==> config.mk <==
export PLATFORM = sky130hd
export DESIGN_NAME = pqe_front_flat
export DESIGN_NICKNAME = d
export VERILOG_FILES = /design/src/sv/pqe_pkg.sv /design/src/sv/pqe_intf.sv /design/src/sv/pqe_front.sv /design/src/flat_wrapper.sv
export SDC_FILE = /design/constraint.sdc
export NUM_CORES = 1
export LEC_CHECK = 0
export BUFFER_PORTS_ARGS = -buffer_cell sky130_fd_sc_hd__buf_2
export CAP_MARGIN = 20
export CORE_MARGIN = 10
export CORE_UTILIZATION = 51
export CTS_CLUSTER_SIZE = 25
export DETAILED_ROUTE_END_ITERATION = 7
export PLACE_DENSITY = 0.81
export SLEW_MARGIN = 20
export SYNTH_ARGS = -nofsm -noshare
export SYNTH_HDL_FRONTEND = slang
export SYNTH_SLANG_ARGS = --single-unit
==> constraint.sdc <==
create_clock -name clk -period 5 [get_ports clk]
set_input_delay 1.25 -clock clk [delete_from_list [all_inputs] [get_ports clk]]
set_output_delay 1.25 -clock clk [all_outputs]
set_load 0.02 [all_outputs]
==> src/sv/pqe_pkg.sv <==
// ============================================================================
// pqe_pkg
// Shared constants, types and codes of the product-quantization encoder.
// ============================================================================
`timescale 1ns / 1ps

package pqe_pkg;

    // Sizing of the codebook and the data path.
    localparam int MAX_SUBSPACES = 16;
    localparam int MAX_CENTROIDS = 256;
    localparam int MAX_SUB_DIM   = 8;
    localparam int VALUE_WIDTH   = 16;

    localparam int SUB_W   = $clog2(MAX_SUBSPACES);
    localparam int CENT_W  = $clog2(MAX_CENTROIDS);
    localparam int COMP_W  = $clog2(MAX_SUB_DIM);
    localparam int BITS_W  = 4;
    localparam int MAX_CODE_BITS = 8;

    // One RAM row holds one component of one centroid; one RAM per component lane.
    localparam int STORE_ROWS = MAX_SUBSPACES * MAX_CENTROIDS;

    // Distance arithmetic: exact difference, exact square, exact sum.
    localparam int DIFF_W = VALUE_WIDTH + 1;
    localparam int PROD_W = 2 * DIFF_W;
    localparam int SQ_W   = 2 * VALUE_WIDTH;
    localparam int PAIR_W = SQ_W + 1;
    localparam int DIST_W = SQ_W + COMP_W;
    localparam int NUM_PAIRS = MAX_SUB_DIM / 2;

    // Job queue between front and back.
    localparam int QUEUE_DEPTH = 2;
    localparam int Q_PTR_W     = $clog2(QUEUE_DEPTH);
    localparam int Q_CNT_W     = $clog2(QUEUE_DEPTH + 1);

    // Configuration port.
    localparam int PADDR_W = 4;
    localparam int PDATA_W = 32;

    // Register indexes (word address within the configuration port).
    typedef enum logic [1:0] {
        REG_NUM_SUBSPACES  = 2'd0,
        REG_CODE_BITS      = 2'd1,
        REG_SUB_DIM        = 2'd2,
        REG_CODEBOOK_VALID = 2'd3
    } reg_idx_t;

    // Item function codes.
    localparam logic FUNC_LOAD  = 1'b0;
    localparam logic FUNC_QUERY = 1'b1;

    // Kinds of jobs handed from front to back.
    typedef enum logic [1:0] {
        JOB_LOAD   = 2'd0,
        JOB_SEARCH = 2'd1,
        JOB_ERROR  = 2'd2
    } job_kind_t;

    // Back-end sequencer states.
    typedef enum logic [1:0] {
        BK_IDLE  = 2'd0,
        BK_ISSUE = 2'd1,
        BK_DRAIN = 2'd2
    } back_state_t;

    typedef struct packed {
        logic [4:0] num_subspaces;
        logic [3:0] code_bits;
        logic [3:0] sub_dim;
        logic       codebook_valid;
    } cfg_t;

    typedef struct packed {
        job_kind_t                                    kind;
        logic [SUB_W-1:0]                             sub;
        logic [CENT_W-1:0]                            cent;
        logic [COMP_W-1:0]                            comp;
        logic [VALUE_WIDTH-1:0]                       value;
        logic [MAX_SUB_DIM-1:0][VALUE_WIDTH-1:0]      vec;
        logic [COMP_W-1:0]                            dim_m1;
        logic [CENT_W-1:0]                            ksub_m1;
        logic                                         last;
    } job_t;

    typedef struct packed {
        logic [CENT_W-1:0] code;
        logic [SUB_W-1:0]  subspace_out;
        logic              last;
        logic              error;
    } res_t;

endpackage

==> src/sv/pqe_intf.sv <==
// ============================================================================
// pqe_in_if / pqe_out_if
// Valid/ready channels for input items and result items.
// ============================================================================
`timescale 1ns / 1ps

interface pqe_in_if import pqe_pkg::*; ();
    logic                          valid;
    logic                          ready;
    logic                          func;
    logic [SUB_W-1:0]              subspace_sel;
    logic [CENT_W-1:0]             centroid_sel;
    logic [COMP_W-1:0]             component_sel;
    logic signed [VALUE_WIDTH-1:0] value;

    modport source (output valid, func, subspace_sel, centroid_sel, component_sel, value,
                    input ready);
    modport sink   (input valid, func, subspace_sel, centroid_sel, component_sel, value,
                    output ready);
endinterface


==> src/sv/pqe_front.sv <==
// ============================================================================
// pqe_front
// Accepts items, gathers query components into sub-vectors and turns
// load items and sub-vectors into load, search or error jobs for the back end.
// ============================================================================
`timescale 1ns / 1ps

module pqe_front import pqe_pkg::*; (
    input  logic          clk,
    input  logic          rst_n,
    input  cfg_t          cfg,
    pqe_in_if.sink        items,
    output logic          push,
    output job_t          push_job,
    input  logic          full
);

    logic [COMP_W-1:0]                       comp_cnt_reg, comp_cnt_next;
    logic [SUB_W-1:0]                        sub_cnt_reg, sub_cnt_next;
    logic                                    failed_reg, failed_next;
    logic [MAX_SUB_DIM-1:0][VALUE_WIDTH-1:0] qbuf_reg;
    logic [MAX_SUB_DIM-1:0][VALUE_WIDTH-1:0] qvec;

    logic [COMP_W-1:0] dim_m1;
    logic [SUB_W-1:0]  nsub_m1;
    logic [BITS_W-1:0] bits;
    logic [CENT_W-1:0] ksub_m1;

    logic accept, is_query, complete, final_sub, fail_now;
    logic [SUB_W-1:0] cur_sub;

    // Out-of-range register values clamp into the supported range.
    always_comb
    begin
        if (cfg.sub_dim == 4'd0)
            dim_m1 = '0;
        else if (cfg.sub_dim > 4'(MAX_SUB_DIM))
            dim_m1 = COMP_W'(MAX_SUB_DIM - 1);
        else
            dim_m1 = COMP_W'(cfg.sub_dim - 4'd1);

        if (cfg.num_subspaces == 5'd0)
            nsub_m1 = '0;
        else if (cfg.num_subspaces > 5'(MAX_SUBSPACES))
            nsub_m1 = SUB_W'(MAX_SUBSPACES - 1);
        else
            nsub_m1 = SUB_W'(cfg.num_subspaces - 5'd1);

        if (cfg.code_bits == 4'd0)
            bits = 4'd1;
        else if (cfg.code_bits > 4'(MAX_CODE_BITS))
            bits = 4'(MAX_CODE_BITS);
        else
            bits = cfg.code_bits;

        ksub_m1 = CENT_W'(((CENT_W+1)'(1) << bits) - (CENT_W+1)'(1));
    end

    // A new item is taken whenever the job queue has room.
    assign items.ready = !full;
    assign accept      = items.valid && items.ready;
    assign is_query    = (items.func == FUNC_QUERY);

    // Sub-vector with the incoming component merged in.
    always_comb
    begin
        for (int i = 0; i < MAX_SUB_DIM; i++)
        begin
            qvec[i] = (comp_cnt_reg == COMP_W'(i)) ? items.value : qbuf_reg[i];
        end
    end

    // Subspace bookkeeping.
    assign complete  = (comp_cnt_reg >= dim_m1);
    assign final_sub = (sub_cnt_reg >= nsub_m1);
    assign cur_sub   = final_sub ? nsub_m1 : sub_cnt_reg;
    assign fail_now  = failed_reg || !cfg.codebook_valid;

    always_comb
    begin
        comp_cnt_next = comp_cnt_reg;
        sub_cnt_next  = sub_cnt_reg;
        failed_next   = failed_reg;
        if (accept && is_query)
        begin
            if (complete)
            begin
                comp_cnt_next = '0;
                sub_cnt_next  = final_sub ? '0 : cur_sub + SUB_W'(1);
                failed_next   = final_sub ? 1'b0 : fail_now;
            end
            else
            begin
                comp_cnt_next = comp_cnt_reg + COMP_W'(1);
            end
        end
    end

    // Job generation.
    always_comb
    begin
        push_job         = '0;
        push_job.vec     = qvec;
        push_job.dim_m1  = dim_m1;
        push_job.ksub_m1 = ksub_m1;
        push_job.value   = items.value;
        push_job.last    = final_sub;
        push             = 1'b0;
        if (!is_query)
        begin
            push_job.kind = JOB_LOAD;
            push_job.sub  = items.subspace_sel;
            push_job.cent = items.centroid_sel;
            push_job.comp = items.component_sel;
            push          = accept;
        end
        else
        begin
            push_job.kind = fail_now ? JOB_ERROR : JOB_SEARCH;
            push_job.sub  = cur_sub;
            push          = accept && complete && (!fail_now || final_sub);
        end
    end

    always_ff @(posedge clk or negedge rst_n)
    begin
        if (!rst_n)
        begin
            comp_cnt_reg <= '0;
            sub_cnt_reg  <= '0;
            failed_reg   <= 1'b0;
        end
        else
        begin
            comp_cnt_reg <= comp_cnt_next;
            sub_cnt_reg  <= sub_cnt_next;
            failed_reg   <= failed_next;
        end
    end

    // Query component buffer.
    always_ff @(posedge clk)
    begin
        if (accept && is_query)
        begin
            qbuf_reg <= qvec;
        end
    end

endmodule

==> src/flat_wrapper.sv <==
// flat-port wrapper written by rule: the top's interface ports become plain ports
module pqe_front_flat import pqe_pkg::*;
  (clk, rst_n, cfg, push, push_job, full, items_valid, items_func, items_subspace_sel, items_centroid_sel, items_component_sel, items_value, items_ready);
  pqe_in_if items_i ();
  input  logic clk;
  input  logic rst_n;
  input  cfg_t cfg;
  output logic push;
  output job_t push_job;
  input  logic full;
  input wire logic [$bits(items_i.valid)-1:0] items_valid;
  input wire logic [$bits(items_i.func)-1:0] items_func;
  input wire logic [$bits(items_i.subspace_sel)-1:0] items_subspace_sel;
  input wire logic [$bits(items_i.centroid_sel)-1:0] items_centroid_sel;
  input wire logic [$bits(items_i.component_sel)-1:0] items_component_sel;
  input wire logic [$bits(items_i.value)-1:0] items_value;
  output wire logic [$bits(items_i.ready)-1:0] items_ready;
  assign items_i.valid = items_valid;
  assign items_i.func = items_func;
  assign items_i.subspace_sel = items_subspace_sel;
  assign items_i.centroid_sel = items_centroid_sel;
  assign items_i.component_sel = items_component_sel;
  assign items_i.value = items_value;
  assign items_ready = items_i.ready;
  pqe_front u_core (.clk(clk), .rst_n(rst_n), .cfg(cfg), .items(items_i), .push(push), .push_job(push_job), .full(full));
endmodule
# Word level (Yosys, flattened, before mapping)
# Index checks and enable logic that the tools add are counted.
[totals] reg_bits=136 inputBits=50 output_inout_bits=175 elab_cells=65
[classes] n_addsub=5 n_lt_le_gt_ge=5 eq_ne=7 n_shift=1 n_mux=22 reduce_logical=14
[op_table] operator="16-bit two-way mux" n=8
[op_table] operator="4-bit two-way mux" n=6
[op_table] operator="3-bit equality test, second input constant" n=4
[op_table] operator="11-bit two-way mux" n=1
[op_table] operator="3-bit two-way mux" n=3
[op_table] operator="4-bit greater-than comparator, second input constant" n=2
[op_table] operator="4-bit logical NOT" n=2
[op_table] operator="1-bit by 4-bit << shifter with 8-bit output, first input constant" n=1
[op_table] operator="8-bit by 2-bit subtractor with 8-bit output, second input constant" n=1
[op_table] operator="3-bit by 2-bit equality test with 1-bit output, second input constant" n=2
[op_table] operator="6-bit two-way mux" n=1
[op_table] operator="5-bit greater-than comparator, second input constant" n=1
[op_table] operator="5-bit logical NOT" n=1
[op_table] operator="4-bit by 1-bit adder with 4-bit output, second input constant" n=1
[op_table] operator="4-bit >= comparator" n=1
[op_table] operator="1-bit logical AND" n=4
[op_table] operator="4-bit by 1-bit subtractor with 4-bit output, second input constant" n=1
[op_table] operator="3-bit by 1-bit adder with 3-bit output, second input constant" n=1
[op_table] operator="3-bit by 1-bit equality test with 1-bit output, second input constant" n=1
[op_table] operator="3-bit >= comparator" n=1
[op_table] operator="1-bit logical NOT" n=3
[op_table] operator="3-bit logical NOT" n=1
[op_table] operator="3-bit by 1-bit subtractor with 3-bit output, second input constant" n=1
[op_table] operator="1-bit logical OR" n=2
[op_table] operator="other kinds (3)" n=4

# Longest topological paths before layout
[depth] depth_word=7 mapped_depth=13 ltp_nobuf=13

# Worst setup path after synthesis
# No wires, ideal clock.
[synth_timing] path_kind="input-to-reg" startpoint="input full" endpoint="register u_core.sub_cnt_reg[3]" setup_ns=0.080 arrival_time_ns=5.330 required_ns=4.920 path_slack_ns=-0.410 cell_stages=6 n_path_buf=0 cell_sequence="inv_1 nand3_1 inv_1 nand2_1 or4_4 o211ai_2"
[synth_via] elab_chain_len=4
[synth_rtl] item="start: declaration" line="flat_wrapper.sv:10" text="input logic full;"
[synth_rtl] item="1-bit logical NOT" line="pqe_front.sv:60" text="assign items.ready = !full;"
[synth_rtl] item="1-bit logical AND" line="pqe_front.sv:61" text="assign accept = items.valid && items.ready;"
[synth_rtl] item="1-bit logical AND" line="pqe_front.sv:84" text="if (accept && is_query)"
[synth_rtl] item="2-bit AND reduction (no line)"
[synth_rtl] item="end signal: assignment" line="pqe_front.sv:136" text="sub_cnt_reg <= sub_cnt_next;"
[synth_rtl] item="end: declaration" line="pqe_front.sv:19" text="logic [SUB_W-1:0] sub_cnt_reg, sub_cnt_next;"
# Every way passes these cells.
# A chain may end at the register's enable or synchronous reset.

==> impl_metrics.json <==
{
  "outcome": "finished clean",
  "dieWidth_um": 133.6,
  "yosysWarnings": 0,
  "finalHoldViolCount": 0,
  "finalWirelength_mm": 17.32,
  "p_sw_w": 0.001324,
  "pwr-share-clk": 0.306,
  "critical_path_class": "in2out",
  "viasPerCell": 5.281,
  "p_int_w": 0.002692,
  "num_rows": 41,
  "switching_share": 0.3297,
  "gp_congestion": 0.8219,
  "die-area_um2": 17860,
  "rsz0062_at_grt": "no",
  "area_growth_pct": 27.32,
  "p_per_area_nw_per_um2": 479.0,
  "cts_tree": "yes",
  "start_util": 0.5218,
  "yosysUniqueCellTypes": 36,
  "layout_min_cycle_time_ps": 4875,
  "path_clk_slew_ps": 60,
  "ys_seq_area_frac": 0.6141,
  "layout.nets": 712,
  "max-cap-violations": 0,
  "die_h_um": 133.6,
  "layout-drive-gt1-share": 0.6079,
  "power.leakage_nw": 3.412,
  "drc": 0,
  "portBuffers": 223,
  "max_freq_mhz": 205.1,
  "largest_reg_flops": 128,
  "post-place-ws_ps": 26.33,
  "cp.required_ps": 3750,
  "maxSlewHeadroom": 0.3372,
  "cts_sinks": 136,
  "arrival_ps": 3630,
  "synthCells": 431,
  "timing.final.crit_share": 0.9750,
  "synthesis.area_um2": 6585,
  "grt_max_degree": 70,
  "whs_ps": 559.9,
  "comb_power_share": 0.340,
  "setup_tns_ps": 0,
  "pwr-share-seq": 0.353,
  "grt_overflow_total": 0,
  "finalSetupViolCount": 0,
  "drt-pass1-iter-count": 4,
  "crit_fanout": 4,
  "setup.worst_path.end_class": "output pin",
  "ios": 225,
  "finClkSkew_ps": 7.580,
  "dp_hpwl_mm": 12.52,
  "start_kind": "primary input",
  "synth_edf_count": 128,
  "ys.flop_type": "edfxtp_1",
  "coreArea_um2": 12620,
  "worst_slew_pin_slew_ps": 991.8,
  "grt_antenna_before_repair": 0,
  "cts_root_buf": "clkbuf_16",
  "antenna_left": 0,
  "htree_num_levels": 4,
  "synth_area_per_cell_um2": 15.28,
  "synth-seq-cells": 136,
  "ir_drop_v": 0.0002808,
  "grt_pass1_wl_mm": 26.17,
  "drt-initial-drc-count": 285,
  "clock_latency_ps": 410,
  "antenna_cells": 0,
  "cts_buffers": 17,
  "grt_pass1_vias": 4732,
  "ys_async_sr_fraction": 0.05882,
  "layout_setup_ws_ps": 124.9,
  "clockBufferDepth": 2,
  "dr_total_vias": 4383,
  "fin_total_pwr_w": 0.004016,
  "hold_class": "reg2reg",
  "final_max_slew_viol_count": 0,
  "post-place-cells": 798,
  "grt_usage": 0.1874,
  "wl_per_cell_um": 20.87,
  "stdcell_count": 830
}
-- layer usage --
metal | vias up | wire length (µm) | global-route usage | share of wire
li1 | 2038 | - | - | -
met1 | 2164 | 6624 | 0.1968 | 0.38
met2 | 160 | 9070 | 0.3304 | 0.52
met3 | 21 | 1329 | 0.07594 | 0.077
met4 | 0 | 299 | 0.06711 | 0.017
met5 | - | 0 | 0 | 0
-- through the flow --
step                      area, µm²  utilization
after floorplan                6593            -
after global placement         7772       0.6159
after detailed placement       7772       0.6159
after CTS                      8359       0.6624
after global routing           8384       0.6644
final                          8384       0.6644
-- power groups by stage --
stage          registers, W  logic (W)  clock network, W
6_report            0.00142    0.00137           0.00123
4_1_cts             0.00142    0.00139           0.00125
3_5_place_dp        0.00144    0.00138                 0
3_3_place_gp        0.00143    0.00135                 0
2_1_floorplan       0.00143   0.000948                 0
5_1_grt             0.00142    0.00147           0.00130
-- critical path: stages --
cell and delay (ps):
buf_2 110, inv_1 100, ha_4 160, nand2b_1 90, nor3_2 240, o21a_1 180, ha_1 260, a2111oi_4 380
nor3_2 110, mux2_4 320, mux2_2 260, buf_2 160
-- repair_timing --
action / 4_1_cts / 5_1_grt
hold buffers: 0 / 0
gates resized for setup: 0 / 5
setup endpoints to repair: 0 / 5
buffers inserted: 0 / 0
-- kinds of logic after synthesis --
group / after synthesis / share of synthesized area
adders and majority gates: 18 / 0.03382
buffers and inverters: 51 / 0.04009
AOI/OAI and AO/OA: 30 / 0.03135
DFF: 136 / 0.6141
muxes: 133 / 0.2278
xor gates and xnor gates: 1 / 0.001330
other: 1 / 0.0005695
and+or+nand+nor: 61 / 0.05092
-- final cells by class --
cell class	instances	area, µm²
multi-input combinational	245	2305
clock buffer	18	429.2
inverter	18	71.32
clock inverter	14	157.7
fill	917	4235
timing repair buffer	227	1162
tap	172	215.2
sequential	136	4044
-- cells in the final DEF (no fill, tap or decap), types with 2 or more instances in the layout --
master | synthesis | layout
a21oi_1 | 7 | 6
a22o_1 | 3 | 3
a2bb2oi_1 | 2 | 2
and2_1 | 2 | 2
buf_2 | 4 | 223
buf_4 | 18 | 2
bufinv_16 | 0 | 3
clkbuf_16 | 0 | 17
clkinv_2 | 0 | 5
clkinvlp_4 | 0 | 5
conb_1 | 1 | 2
dfrtp_1 | 8 | 8
edfxtp_1 | 128 | 128
ha_1 | 17 | 16
inv_1 | 18 | 17
mux2_2 | 131 | 131
nand2_1 | 14 | 14
nand2b_1 | 6 | 6
nand3_1 | 3 | 3
nor2_1 | 8 | 8
nor2b_1 | 16 | 15
nor3_1 | 4 | 3
nor3_2 | 1 | 2
o21a_1 | 2 | 2
o21ai_0 | 11 | 11
or3_1 | 3 | 3
-- worst paths after layout --
| check | endpoint | start | slack, ps | depth (start not counted) |
|---|---|---|---|---|
| worst max register to register | u_core.sub_cnt_reg[2] | u_core.sub_cnt_reg[0] | 2710 | 10 |
| worst min register to register | u_core.failed_reg | u_core.failed_reg | 560 | 1 |
| max in group asynchronous | u_core.comp_cnt_reg[2] | rst_n | 4160 | 1 |
| worst min-delay path | u_core.failed_reg | u_core.failed_reg | 560 | 1 |
| worst max-delay path | push_job[167] | cfg[10] | 120 | 12 |
| min in group asynchronous | u_core.failed_reg | rst_n | 670 | 1 |
-- synth_stat cells (2+ instances only) --
cell type  number  area [µm²]
o21a_1          2       15.01
and2_1          2       12.51
or3_1           3       18.77
ha_1           17       212.7
o21ai_0        11       55.05
nand2_1        14       52.55
mux2_2        131        1475
nand2b_1        6       37.54
buf_4          18       135.1
nor2b_1        16       100.1
edfxtp_1      128        3844
nor2_1          8       30.03
a22o_1          3       26.28
a2bb2oi_1       2       17.52
buf_2           4       20.02
inv_1          18       67.56
clkbuf_1       11       41.29
nand3_1         3       15.01
dfrtp_1         8       200.2
nor3_1          4       20.02
a21oi_1         7       35.03
(Power assumes the default switching activity.)
