<file path="config.mk">
export PLATFORM = sky130hd
export DESIGN_NAME = pqe_fifo
export DESIGN_NICKNAME = d
export VERILOG_FILES = /design/src/sv/pqe_pkg.sv /design/src/sv/pqe_fifo.sv
export SDC_FILE = /design/constraint.sdc
export NUM_CORES = 1
export LEC_CHECK = 0
export CORE_UTILIZATION = 58
export DETAILED_ROUTE_END_ITERATION = 8
export DONT_BUFFER_PORTS = 1
export GPL_ROUTABILITY_DRIVEN = 0
export PLACE_DENSITY = 0.74
export SLEW_MARGIN = 15
export SYNTH_ARGS = -nofsm -noshare
export SYNTH_HDL_FRONTEND = slang
export SYNTH_SLANG_ARGS = --single-unit
</file>
<file path="constraint.sdc">
create_clock -name clk -period 26.1 [get_ports clk]
set_input_delay 5.22 -clock clk [delete_from_list [all_inputs] [get_ports clk]]
set_output_delay 5.22 -clock clk [all_outputs]
set_load 0.02 [all_outputs]
</file>
<file path="src/sv/pqe_pkg.sv">
// ============================================================================
// pqe_pkg
// Shared constants, types and codes of the product-quantization encoder.
// ============================================================================
`timescale 1ns / 1ps

package pqe_pkg;

    // Sizing of the codebook and the data path.
    localparam int MAX_SUBSPACES = 16;
    localparam int MAX_CENTROIDS = 256;
    localparam int MAX_SUB_DIM   = 8;
    localparam int VALUE_WIDTH   = 16;

    localparam int SUB_W   = $clog2(MAX_SUBSPACES);
    localparam int CENT_W  = $clog2(MAX_CENTROIDS);
    localparam int COMP_W  = $clog2(MAX_SUB_DIM);
    localparam int BITS_W  = 4;
    localparam int MAX_CODE_BITS = 8;

    // One RAM row holds one component of one centroid; one RAM per component lane.
    localparam int STORE_ROWS = MAX_SUBSPACES * MAX_CENTROIDS;

    // Distance arithmetic: exact difference, exact square, exact sum.
    localparam int DIFF_W = VALUE_WIDTH + 1;
    localparam int PROD_W = 2 * DIFF_W;
    localparam int SQ_W   = 2 * VALUE_WIDTH;
    localparam int PAIR_W = SQ_W + 1;
    localparam int DIST_W = SQ_W + COMP_W;
    localparam int NUM_PAIRS = MAX_SUB_DIM / 2;

    // Job queue between front and back.
    localparam int QUEUE_DEPTH = 2;
    localparam int Q_PTR_W     = $clog2(QUEUE_DEPTH);
    localparam int Q_CNT_W     = $clog2(QUEUE_DEPTH + 1);

    // Configuration port.
    localparam int PADDR_W = 4;
    localparam int PDATA_W = 32;

    // Register indexes (word address within the configuration port).
    typedef enum logic [1:0] {
        REG_NUM_SUBSPACES  = 2'd0,
        REG_CODE_BITS      = 2'd1,
        REG_SUB_DIM        = 2'd2,
        REG_CODEBOOK_VALID = 2'd3
    } reg_idx_t;

    // Item function codes.
    localparam logic FUNC_LOAD  = 1'b0;
    localparam logic FUNC_QUERY = 1'b1;

    // Kinds of jobs handed from front to back.
    typedef enum logic [1:0] {
        JOB_LOAD   = 2'd0,
        JOB_SEARCH = 2'd1,
        JOB_ERROR  = 2'd2
    } job_kind_t;

    // Back-end sequencer states.
    typedef enum logic [1:0] {
        BK_IDLE  = 2'd0,
        BK_ISSUE = 2'd1,
        BK_DRAIN = 2'd2
    } back_state_t;

    typedef struct packed {
        logic [4:0] num_subspaces;
        logic [3:0] code_bits;
        logic [3:0] sub_dim;
        logic       codebook_valid;
    } cfg_t;

    typedef struct packed {
        job_kind_t                                    kind;
        logic [SUB_W-1:0]                             sub;
        logic [CENT_W-1:0]                            cent;
        logic [COMP_W-1:0]                            comp;
        logic [VALUE_WIDTH-1:0]                       value;
        logic [MAX_SUB_DIM-1:0][VALUE_WIDTH-1:0]      vec;
        logic [COMP_W-1:0]                            dim_m1;
        logic [CENT_W-1:0]                            ksub_m1;
        logic                                         last;
    } job_t;

    typedef struct packed {
        logic [CENT_W-1:0] code;
        logic [SUB_W-1:0]  subspace_out;
        logic              last;
        logic              error;
    } res_t;

endpackage

</file>
<file path="src/sv/pqe_fifo.sv">
// ============================================================================
// pqe_fifo
// Short job queue that decouples the front end from the back end.
// ============================================================================
`timescale 1ns / 1ps

module pqe_fifo import pqe_pkg::*; (
    input  logic clk,
    input  logic rst_n,
    input  logic push,
    input  job_t push_job,
    output logic full,
    input  logic pop,
    output job_t head,
    output logic empty
);

    job_t                mem_reg [QUEUE_DEPTH];
    logic [Q_PTR_W-1:0]  wr_ptr_reg, wr_ptr_next;
    logic [Q_PTR_W-1:0]  rd_ptr_reg, rd_ptr_next;
    logic [Q_CNT_W-1:0]  count_reg, count_next;

    assign full  = (count_reg == Q_CNT_W'(QUEUE_DEPTH));
    assign empty = (count_reg == '0);
    assign head  = mem_reg[rd_ptr_reg];

    // Pointer and occupancy update.
    always_comb
    begin
        wr_ptr_next = wr_ptr_reg;
        rd_ptr_next = rd_ptr_reg;
        count_next  = count_reg;
        if (push)
        begin
            wr_ptr_next = (wr_ptr_reg == Q_PTR_W'(QUEUE_DEPTH - 1)) ? '0
                                                                     : wr_ptr_reg + Q_PTR_W'(1);
        end
        if (pop)
        begin
            rd_ptr_next = (rd_ptr_reg == Q_PTR_W'(QUEUE_DEPTH - 1)) ? '0
                                                                     : rd_ptr_reg + Q_PTR_W'(1);
        end
        if (push && !pop)
            count_next = count_reg + Q_CNT_W'(1);
        else if (pop && !push)
            count_next = count_reg - Q_CNT_W'(1);
    end

    always_ff @(posedge clk or negedge rst_n)
    begin
        if (!rst_n)
        begin
            wr_ptr_reg <= '0;
            rd_ptr_reg <= '0;
            count_reg  <= '0;
        end
        else
        begin
            wr_ptr_reg <= wr_ptr_next;
            rd_ptr_reg <= rd_ptr_next;
            count_reg  <= count_next;
        end
    end

    // Entry storage.
    always_ff @(posedge clk)
    begin
        if (push)
        begin
            mem_reg[wr_ptr_reg] <= push_job;
        end
    end

`ifndef NO_ASSERTIONS
    a_no_overflow: assert property (@(posedge clk) disable iff (!rst_n)
        push |-> (count_reg < Q_CNT_W'(QUEUE_DEPTH)))
        else $error("job queue written while full");
    a_no_underflow: assert property (@(posedge clk) disable iff (!rst_n)
        pop |-> !empty)
        else $error("job queue read while empty");
`endif

endmodule

</file>
### Yosys cells after proc, flatten, opt, wreduce, memory -nomap -nowiden

Memory sizes are Yosys's and may differ from the RTL's.
Cells that the tools add are included.

| word-level totals | value |
|---|---|
| word-level logic and storage cells | 21 |
| output and inout port bits | 175 |
| memories kept | 1 |
| register bits after elaboration | 4 |
| RAM bits | 346 |
| input bits | 177 |

Memories:

| memory | depth | width | rd ports | clocked after memory_dff | write ports | line | source |
|---|---|---|---|---|---|---|---|
| mem_reg | 2 | 173 | 1 | 0 | 1 | pqe_fifo.sv:18 | `job_t mem_reg [QUEUE_DEPTH];` |

| cells by class | value |
|---|---|
| add/subtract/negate cells | 4 |
| reduce and logical (&&, ||, !) cells | 6 |
| mux-type cells | 6 |
| equality and inequality tests | 1 |

Operators by type and width:

| cell | count |
|---|---|
| 1-bit 2-to-1 mux | 4 |
| 2-bit 2-to-1 mux | 2 |
| 1-bit adder (second input constant) | 2 |
| 2-bit by 1-bit adder with 2-bit output (second input constant) | 1 |
| 2-bit equality test (second input constant) | 1 |
| 1-bit logical AND | 2 |
| 1-bit zero test | 2 |
| 2-bit zero test | 1 |
| 2-bit nonzero test | 1 |
| 2-bit by 1-bit subtractor with 2-bit output (second input constant) | 1 |

### Longest topological paths before layout

Gate-level depths: netlist of the first run.

| logic depth | value |
|---|---|
| word-level depth | 4 |
| mapped depth | 5 |
| depth with buffers taken out | 5 |

### Worst setup path before layout of the first run

Ideal clock, no wire load.

| timing path | value |
|---|---|
| path kind | in2reg |
| start | in push |
| end | mem mem_reg[0][0] in the netlist's numbering (enable) |
| library setup time | 729 ps |
| path buffers | 0 |
| arrival time | 12,690 ps |
| data required time | 25,371 ps |
| path slack | 12,681 ps |
| cell stages on the path | 1 |
| cells stage by stage | nor2b_1 |

| on the way | value |
|---|---|
| longest elaborated chain between the ends | 2 |

Ends and longest elaborated chain:

| element | line | source |
|---|---|---|
| start: declaration | pqe_fifo.sv:10 | `input logic push,` |
| 1-bit 2-to-1 mux | pqe_fifo.sv:68 | `if (push)` |
| 1-bit 2-to-1 mux (implied by the code) | pqe_fifo.sv:70 | `mem_reg[wr_ptr_reg] <= push_job;` |
| end: declaration | pqe_fifo.sv:18 |  |

Every way passes these cells.

==> run metrics, run 1 <==
outcome=complete, no violations; hold_buf cts=0; Logic pwr share=26.5%; largest cells by area after synthesis=edfxtp_1 (82%), mux2_2 (15%), buf_6 (1.6%); fin crit period=7.80 ns; drt via density=5.77; total power=1700 uW; DRC Markers=0; first-pass GRT wire length=30600 um; worst endpoint data arrival time=2.58 ns; cell internal pwr=1160 uW; area leader, netlist=edfxtp_1; max reg flops=346; sw frac=31.4%; period utilisation layout=29.9%; yosys warns=0; WP data required=20.88 ns; Pwr Density=121 nW/um^2; Post-CTS Repair Setup Buffers=0; final net count=755; WL/cell=25.2 um; core footprint=21300 um^2; final setup TNS=0 ns; synth cell count leaders=edfxtp_1 (346), mux2_2 (173), buf_6 (18); die area=22500 um^2; switching power=532 uW; syn_area_per_cell=23.0 um^2; Post-Syn Instances=554; vias in the first global route=5337; clk sink count=350; Post-synth EDFFs=346; asr flop ratio synth=1.14%; initial core utilization=59.8%; # fillers=1364; final setup fails=0; Yosys top cell area share=81.6%; deepest clock path buffer count=3; antenna viol nets, final=0; Pre-antenna DRT Iters=4; count leader, synth=edfxtp_1; input/output buffers=0; CTS H-tree depth=2; CTS tree=done; Crit Path Max Fanout=81; Antenna Cells=0; worst rel slew slack=20.8%; sequential area share after synthesis=82.4%; final worst setup slack=18.30 ns; part of the power in registers=46.0%; Chip Width=150 um; total gr overflow=0; root buffer selected by CTS=clkbuf_16; Fin. Hold Viols=0; DRT iter0 DRCs=214; net count after synthesis=732; f_max=128 MHz; slowest CP cell=buf_4; cell family with most CP delay=buffers and inverters; layout cells sized above 1=38.0%; initial antenna violation count=0; Worst VDD drop=0.0000774 V; Slowest Stage Delay on Critical Path=0.82 ns; post-synth cell types=12; clock share of power=27.5%; boundary pin count=352; GRT Overall Usage=18.8%; Critical path buffers and inverters=1; crit path kind=register to primary output; Fin Hold WS=0.517 ns; final instance area=14000 um^2; Clk pin slew, worst setup/hold paths=0.06 ns; crit-path cells=buf_4 -> mux2_2; Setup WS pre-CTS=18.47 ns; CTS resizes=0; total of max-cap violations=0; FP Rows=53; most used flip-flop cell after synthesis=edfxtp_1; FF+latch count, synth=350; Clock Skews=0.00779 ns; mapped cell area=12700 um^2; Clk Latency, worst-skew pair=0.50 ns; Final Max Tran Viols=0; Lkg Pwr=0.00458 uW; RSZ-0062 raised after global routing=false; Layout area overhead=10.2%; Hold WC Path Type=register to register; placed cell area=12900 um^2; critical path launch point type=register; critical path endpoint category=primary output; Total Wirelength=22100 um; Chip Height=150 um; vias post-DR=5056; largest net degree at the start of global routing=91; Least-Margin Pin Slew=1.19 ns; number of clock buffers inserted by TritonCTS=34
==> cells by family (layout without fill, tap and decap cells) <==
group | after synthesis | in the layout | synth area share, %
flops | 350 | 350 | 82.4
simple gates | 5 | 5 | 0.206
xor+xnor | 5 | 5 | 0.344
buf+inv | 20 | 68 | 1.66
mux | 173 | 173 | 15.3
fa+ha+maj | 1 | 1 | 0.0983
==> worst paths after layout <==
path                              start  slack (ns)  cells after the start              end
max in group asynchronous         rst_n       21.61                      0       rd_ptr_reg
max                          rd_ptr_reg       18.30                      2        head[143]
min reg2reg                count_reg[1]        0.52                      1     count_reg[1]
min in group asynchronous         rst_n        4.42                      0       rd_ptr_reg
min                        count_reg[1]        0.52                      1     count_reg[1]
max reg2reg                  wr_ptr_reg       23.82                      2  mem_reg[1][154]
==> placed cells by master, fill, tap and decap left out, types with 2 or more instances in the layout <==
master      count
buf_4           5
bufinv_16       2
clkbuf_1        5
clkbuf_16      37
clkinv_1        9
clkinv_2        4
clkinvlp_4      4
dfrtp_1         3
edfxtp_1      346
mux2_2        173
nor2_1          2
xor2_1          4
==> power groups by stage <==
stage / Clock (uW) / Combinational, uW / Sequential, uW
finish: 467 / 448 / 780
global route: 494 / 472 / 790
CTS: 476 / 453 / 782
detailed placement: 0 / 451 / 793
global placement: 0 / 445 / 785
floorplan: 0 / 415 / 800
==> final cells by class <==
class	instances	area, um^2	share of cell area [%]
Clock inverter	19	144	1.03
Multi-Input combinational cell	184	2040	14.5
Timing Repair Buffer	6	65.1	0.464
Sequential cell	350	10500	74.8
Inverter	1	3.75	0.0267
Tap cell	275	344	2.45
Clock buffer	42	945	6.73
==> metrics by stage <==
| step | instances | utilization, % |
|---|---|---|
| after global routing | 877 | 65.9 |
| final | 877 | 65.9 |
| after global placement | 815 | 60.7 |
| after floorplan | 554 | - |
| after CTS | 876 | 65.8 |
| after detailed placement | 815 | 60.7 |
==> per-layer routing <==
layer | track usage [%] | up-vias | wire, um
met2 | 32.8 | 274 | 11200
met5 | 0 | - | 0
met4 | 8.13 | 0 | 743
met1 | 18.3 | 2480 | 7070
met3 | 10.2 | 51 | 3070
li1 | - | 2251 | -
No activity file was read; power rests on OpenSTA's default activity.
==> inputs of run 2 (changes only) <==
--- a/config.mk
+++ b/config.mk
@@ -5,6 +5,7 @@
 export SDC_FILE = /design/constraint.sdc
 export NUM_CORES = 1
 export LEC_CHECK = 0
+export ABC_AREA = 1
 export CORE_UTILIZATION = 58
 export DETAILED_ROUTE_END_ITERATION = 8
 export DONT_BUFFER_PORTS = 1
==> constraint.sdc (replaced) <==
create_clock -name clk -period 7.9 [get_ports clk]
set_input_delay 1.58 -clock clk [delete_from_list [all_inputs] [get_ports clk]]
set_output_delay 1.58 -clock clk [all_outputs]
set_load 0.02 [all_outputs]
==> run 2 against run 1 <==
  * First-iteration DRC count increased by 31%
  * Sequential cell count unchanged
  * Setup slack got worse by 15 ns
  * Wire length increased by 1.6%
  * Critical path type unchanged
  * Core utilization about the same
  * Clock skew increased by 0.0041 ns
  * Final cell count increased by 0.80%
  * Clock-buffer cell count increased by 3
==> run metrics, run 2 <==
DRT iter0 DRCs=280; crit-path cells=buf_4 -> mux2_2; Pwr Density=400 nW/um^2; synth cell count leaders=edfxtp_1 (346), mux2_2 (173), buf_6 (18); GRT Overall Usage=18.7%; yosys warns=0; Least-Margin Pin Slew=1.12 ns; drt via density=5.79; input/output buffers=0; die area=22600 um^2; multi-input logic area=2040 um^2; CTS tree=done; Final Max Tran Viols=0; worst endpoint data arrival time=2.64 ns; boundary pin count=352; slowest CP cell=buf_4; total of max-cap violations=0; WP data required=6.32 ns; vias in the first global route=5442; hold_buf cts=0; antenna viol nets, final=0; most frequent cells in the layout=edfxtp_1 (346), mux2_2 (173), clkbuf_16 (37); f_max=237 MHz; Clock Skews=0.0118 ns; total gr overflow=0; fin crit period=4.22 ns; syn_area_per_cell=22.7 um^2; critical path endpoint category=primary output; first-pass GRT wire length=30600 um; largest cells by area after synthesis=edfxtp_1 (81%), mux2_2 (15%), buf_6 (1.6%); Antenna Cells=0; layout cells sized above 1=37.1%; storage element area=10500 um^2; Finished Layout Cells=884; count leader, synth=edfxtp_1; # fillers=1345; area leader, netlist=edfxtp_1; Yosys top cell area share=81.5%; Lkg Pwr=0.00460 uW; Clk pin slew, worst setup/hold paths=0.06 ns; Pre-antenna DRT Iters=4; most common cell after layout, fill and taps aside=edfxtp_1; deepest clock path buffer count=3; placed cell count=824; period utilisation layout=53.4%; most used flip-flop cell after synthesis=edfxtp_1; Chip Width=150 um; worst rel slew slack=25.2%; Post-CTS Repair Setup Buffers=0; mapped cell area=12800 um^2; FF+latch count, synth=350; sequential area share after synthesis=82.3%; Chip Height=150 um; post-layout util=65.9%; final setup fails=0; max reg flops=346; Post-Syn Instances=563; Worst VDD drop=0.000293 V; clk sink count=350; Clk Latency, worst-skew pair=0.50 ns; outcome=complete, no violations; CTS resizes=0; CTS H-tree depth=2; initial core utilization=59.9%; vias post-DR=5120; Fin. Hold Viols=0; Layout area overhead=9.99%; initial antenna violation count=0; root buffer selected by CTS=clkbuf_16; Critical path buffers and inverters=1; Slowest Stage Delay on Critical Path=0.83 ns; core footprint=21300 um^2; FP Rows=53; number of clock buffers inserted by TritonCTS=35; Post-synth EDFFs=346; final net count=764; RSZ-0062 raised after global routing=false; asr flop ratio synth=1.14%; critical path launch point type=register; post-synth cell types=13; Total Wirelength=22400 um; Crit Path Max Fanout=81; largest net degree at the start of global routing=90; DP HPWL=15100 um; cell family with most CP delay=buffers and inverters; Hold WC Path Type=register to register; final setup TNS=0 ns; WL/cell=25.4 um; net count after synthesis=741; DRC Markers=0; crit path kind=register to primary output
## run 2: cell count changes after synthesis, sizes merged, moves of 2 or more
cell / delta
inv: +6
nor2b: -2
xor2: -2
nand2: +5
## run 2: logic make-up after synthesis
group                      share of synthesized area, %
and+or+nand+nor                                   0.324
adders and majority gates                        0.0981
DFF                                                82.3
buffers and inverters                              1.83
xor gates and xnor gates                          0.206
muxes                                              15.3
## run 2: final timing paths
check | from | endpoint | cells after the start | slack, ns
worst min register to register | count_reg[1] | count_reg[1] | 2 | 0.52
worst max register to register | wr_ptr_reg | mem_reg[1][121] | 3 | 5.27
worst min-delay path | count_reg[1] | count_reg[1] | 2 | 0.52
worst max-delay path | rd_ptr_reg | head[68] | 2 | 3.68
max in group asynchronous | rst_n | rd_ptr_reg | 0 | 7.04
min in group asynchronous | rst_n | count_reg[0] | 0 | 0.78
## run 2: tightest hold or removal path: stages (launching register included)
cell     delay [ns]
dfrtp_1        0.37
nand2_1        0.07
nand2_1        0.05
## run 2: routing by layer
layer | global-route usage (%) | wire [um] | vias to the layer above | share of wire [%]
met2 | 32.6 | 11400 | 279 | 51
met5 | 0 | 0 | - | 0
met1 | 18.6 | 7380 | 2539 | 33
met3 | 10.7 | 3280 | 28 | 15
met4 | 5.51 | 337 | 0 | 1.5
li1 | - | - | 2274 | -
## run 2: metrics by stage
| step | power [uW] | hold WS (ns) | setup slack (ns) | instance area [um^2] |
|---|---|---|---|---|
| 2_1_floorplan | 3980 | 0.463 | 1.36 | 12800 |
| 3_3_place_gp | 4080 | 0.479 | 4.21 | 12900 |
| 3_5_place_dp | 4120 | 0.509 | 4.14 | 12900 |
| 4_1_cts | 5670 | 0.522 | 3.66 | 14000 |
| 5_1_grt | 5810 | 0.552 | 3.55 | 14000 |
| 6_report | 5610 | 0.515 | 3.68 | 14000 |
## run 2: cell type report
class | count | area share, %
Inverter | 7 | 0.223
Clock inverter | 15 | 0.910
Multi-Input combinational cell | 187 | 14.5
Clock buffer | 45 | 6.82
Sequential cell | 350 | 74.8
Timing Repair Buffer | 5 | 0.268
Tap cell | 275 | 2.45
## run 2: where the power goes
part / switching, uW / internal, uW / leakage (uW) / total (uW)
sequential: 111 / 2470 / 0.00329 / 2580
clock: 629 / 919 / 0.000529 / 1550
combinational: 1030 / 448 / 0.000779 / 1480
total: 1770 / 3840 / 0.00460 / 5610
==> inputs of run 3 (changes only) <==
==> constraint.sdc (replaced) <==
create_clock -name clk -period 4 [get_ports clk]
set_input_delay 0.8 -clock clk [delete_from_list [all_inputs] [get_ports clk]]
set_output_delay 0.8 -clock clk [all_outputs]
set_load 0.02 [all_outputs]
==> run 3 against run 2 <==
  * Wire length shrank 2.5%
  * First-iteration DRC count shrank 12%
  * Register-to-register slack lost 3.1 ns
  * Largest cell class unchanged
  * Clock skew grew 0.0056 ns
  * Critical endpoint is now head[17]
  * Highest routed layer unchanged
  * Power grew 96%
  * Clock power grew 93%
  * Global-route usage shrank 0.22 points
  * Clock-buffer cell count grew 3
  * Largest power group unchanged
==> run metrics, run 3 (synthesized netlist as in run 2, its figures left out) <==
register-to-register setup slack=2.17 ns; Total Wirelength=21800 um; drt via density=5.76; critical path launch point type=register; final setup TNS=0 ns; initial core utilization=59.9%; f_max=329 MHz; most frequent cells in the layout=edfxtp_1 (346), mux2_2 (173), clkbuf_16 (37); Slowest Stage Delay on Critical Path=0.81 ns; DRC Markers=0; vias in the first global route=5309; RSZ-0062 raised after global routing=false; final net count=764; period utilisation layout=76.0%; DP HPWL=14300 um; die area=22600 um^2; layout cells sized above 1=36.5%; placed cell count=823; Pre-antenna DRT Iters=5; Least-Margin Pin Slew=0.973 ns; Worst VDD drop=0.000490 V; Worst Reg-to-Reg Cells=3; outcome=complete, no violations; WL/cell=24.7 um; fin crit period=3.04 ns; final instance area=14100 um^2; Clk pin slew, worst setup/hold paths=0.06 ns; Lkg Pwr=0.00459 uW; deepest clock path buffer count=3; placed cell area=13000 um^2; first-pass GRT wire length=30200 um; Pwr Density=783 nW/um^2; Crit Path Max Fanout=72; Clock Skews=0.0174 ns; worst rel slew slack=35.1%; CTS tree=done; input/output buffers=0; sw frac=31.4%; final setup fails=0; slowest CP cell=dfrtp_4; root buffer selected by CTS=clkbuf_16; Setup WS pre-CTS=1.46 ns; total gr overflow=0; clock share of power=27.1%; Chip Height=150 um; Final Max Tran Viols=0; hold path cells=1; FP Rows=53; Chip Width=150 um; Fin. Hold Viols=0; Layout area overhead=10.2%; core footprint=21300 um^2; DRT iter0 DRCs=247; part of the power in registers=46.5%; initial antenna violation count=0; most common cell after layout, fill and taps aside=edfxtp_1; critical path endpoint category=primary output; largest net degree at the start of global routing=174; GRT Overall Usage=18.4%; Clk Latency, worst-skew pair=0.49 ns; boundary pin count=352; total of max-cap violations=0; Antenna Cells=0; worst endpoint data arrival time=2.24 ns; WP data required=3.20 ns; number of clock buffers inserted by TritonCTS=35; antenna viol nets, final=0; Logic pwr share=26.3%; CTS H-tree depth=2; final worst setup slack=0.961 ns; Hold WC Path Type=primary input to register; Finished Layout Cells=886; cell internal pwr=7550 uW; vias post-DR=5101; clk sink count=350; max reg flops=346; crit-path cells=buf_12 -> mux2_2; switching power=3450 uW; crit path kind=register to primary output
## run 3: power by group through the flow
stage	combinational, uW	sequential, uW	clock [uW]
2_1_floorplan	2710	5110	0
3_3_place_gp	2890	5170	0
3_5_place_dp	2940	5210	0
4_1_cts	2950	5130	3060
5_1_grt	3040	5190	3190
6_report	2900	5120	2990
## run 3: area by class of cell
| cell class | count | area [um^2] |
|---|---|---|
| Timing Repair Buffer | 5 | 90.1 |
| Clock inverter | 14 | 95.1 |
| Clock buffer | 48 | 967 |
| Inverter | 7 | 30.0 |
| Sequential cell | 350 | 10500 |
| Fill cell | 1299 | 7230 |
| Multi-Input combinational cell | 187 | 2040 |
| Tap cell | 275 | 344 |
## run 3: worst max-delay path: cells and delay by family (launching register included)
kind	cells	cell delay (ns)
multiplexers	1	0.46
flip-flops	1	0.81
buffers and inverters	1	0.40
## run 3: worst paths after layout
check | from | endpoint
max in group asynchronous | rst_n | rd_ptr_reg
min | pop | rd_ptr_reg
max | rd_ptr_reg | head[17]
max reg2reg | wr_ptr_reg | mem_reg[1][62]
min in group asynchronous | rst_n | count_reg[1]
min reg2reg | count_reg[1] | count_reg[1]
## run 3: what timing repair did
action / CTS / global route
gates resized for setup: 0 / 0
hold buffers: 1 / 0
endpoints found under the hold margin: 4 / 0
setup buffers: 0 / 0
## run 3: per-stage QoR
| step | hold WS, ns | total power (uW) | utilization (%) |
|---|---|---|---|
| 3_3_place_gp | 0.499 | 8070 | 61.0 |
| 2_1_floorplan | 0.463 | 7820 | - |
| 6_report | 0.379 | 11000 | 66.0 |
| 5_1_grt | 0.356 | 11400 | 66.0 |
| 3_5_place_dp | 0.486 | 8140 | 61.0 |
| 4_1_cts | 0.357 | 11100 | 66.0 |
## run 3: per-layer routing
metal  track usage, %  wire, um
met1             17.6      6930
met3             10.7      3270
met5                0         0
met4             6.31       491
met2             32.6     11200
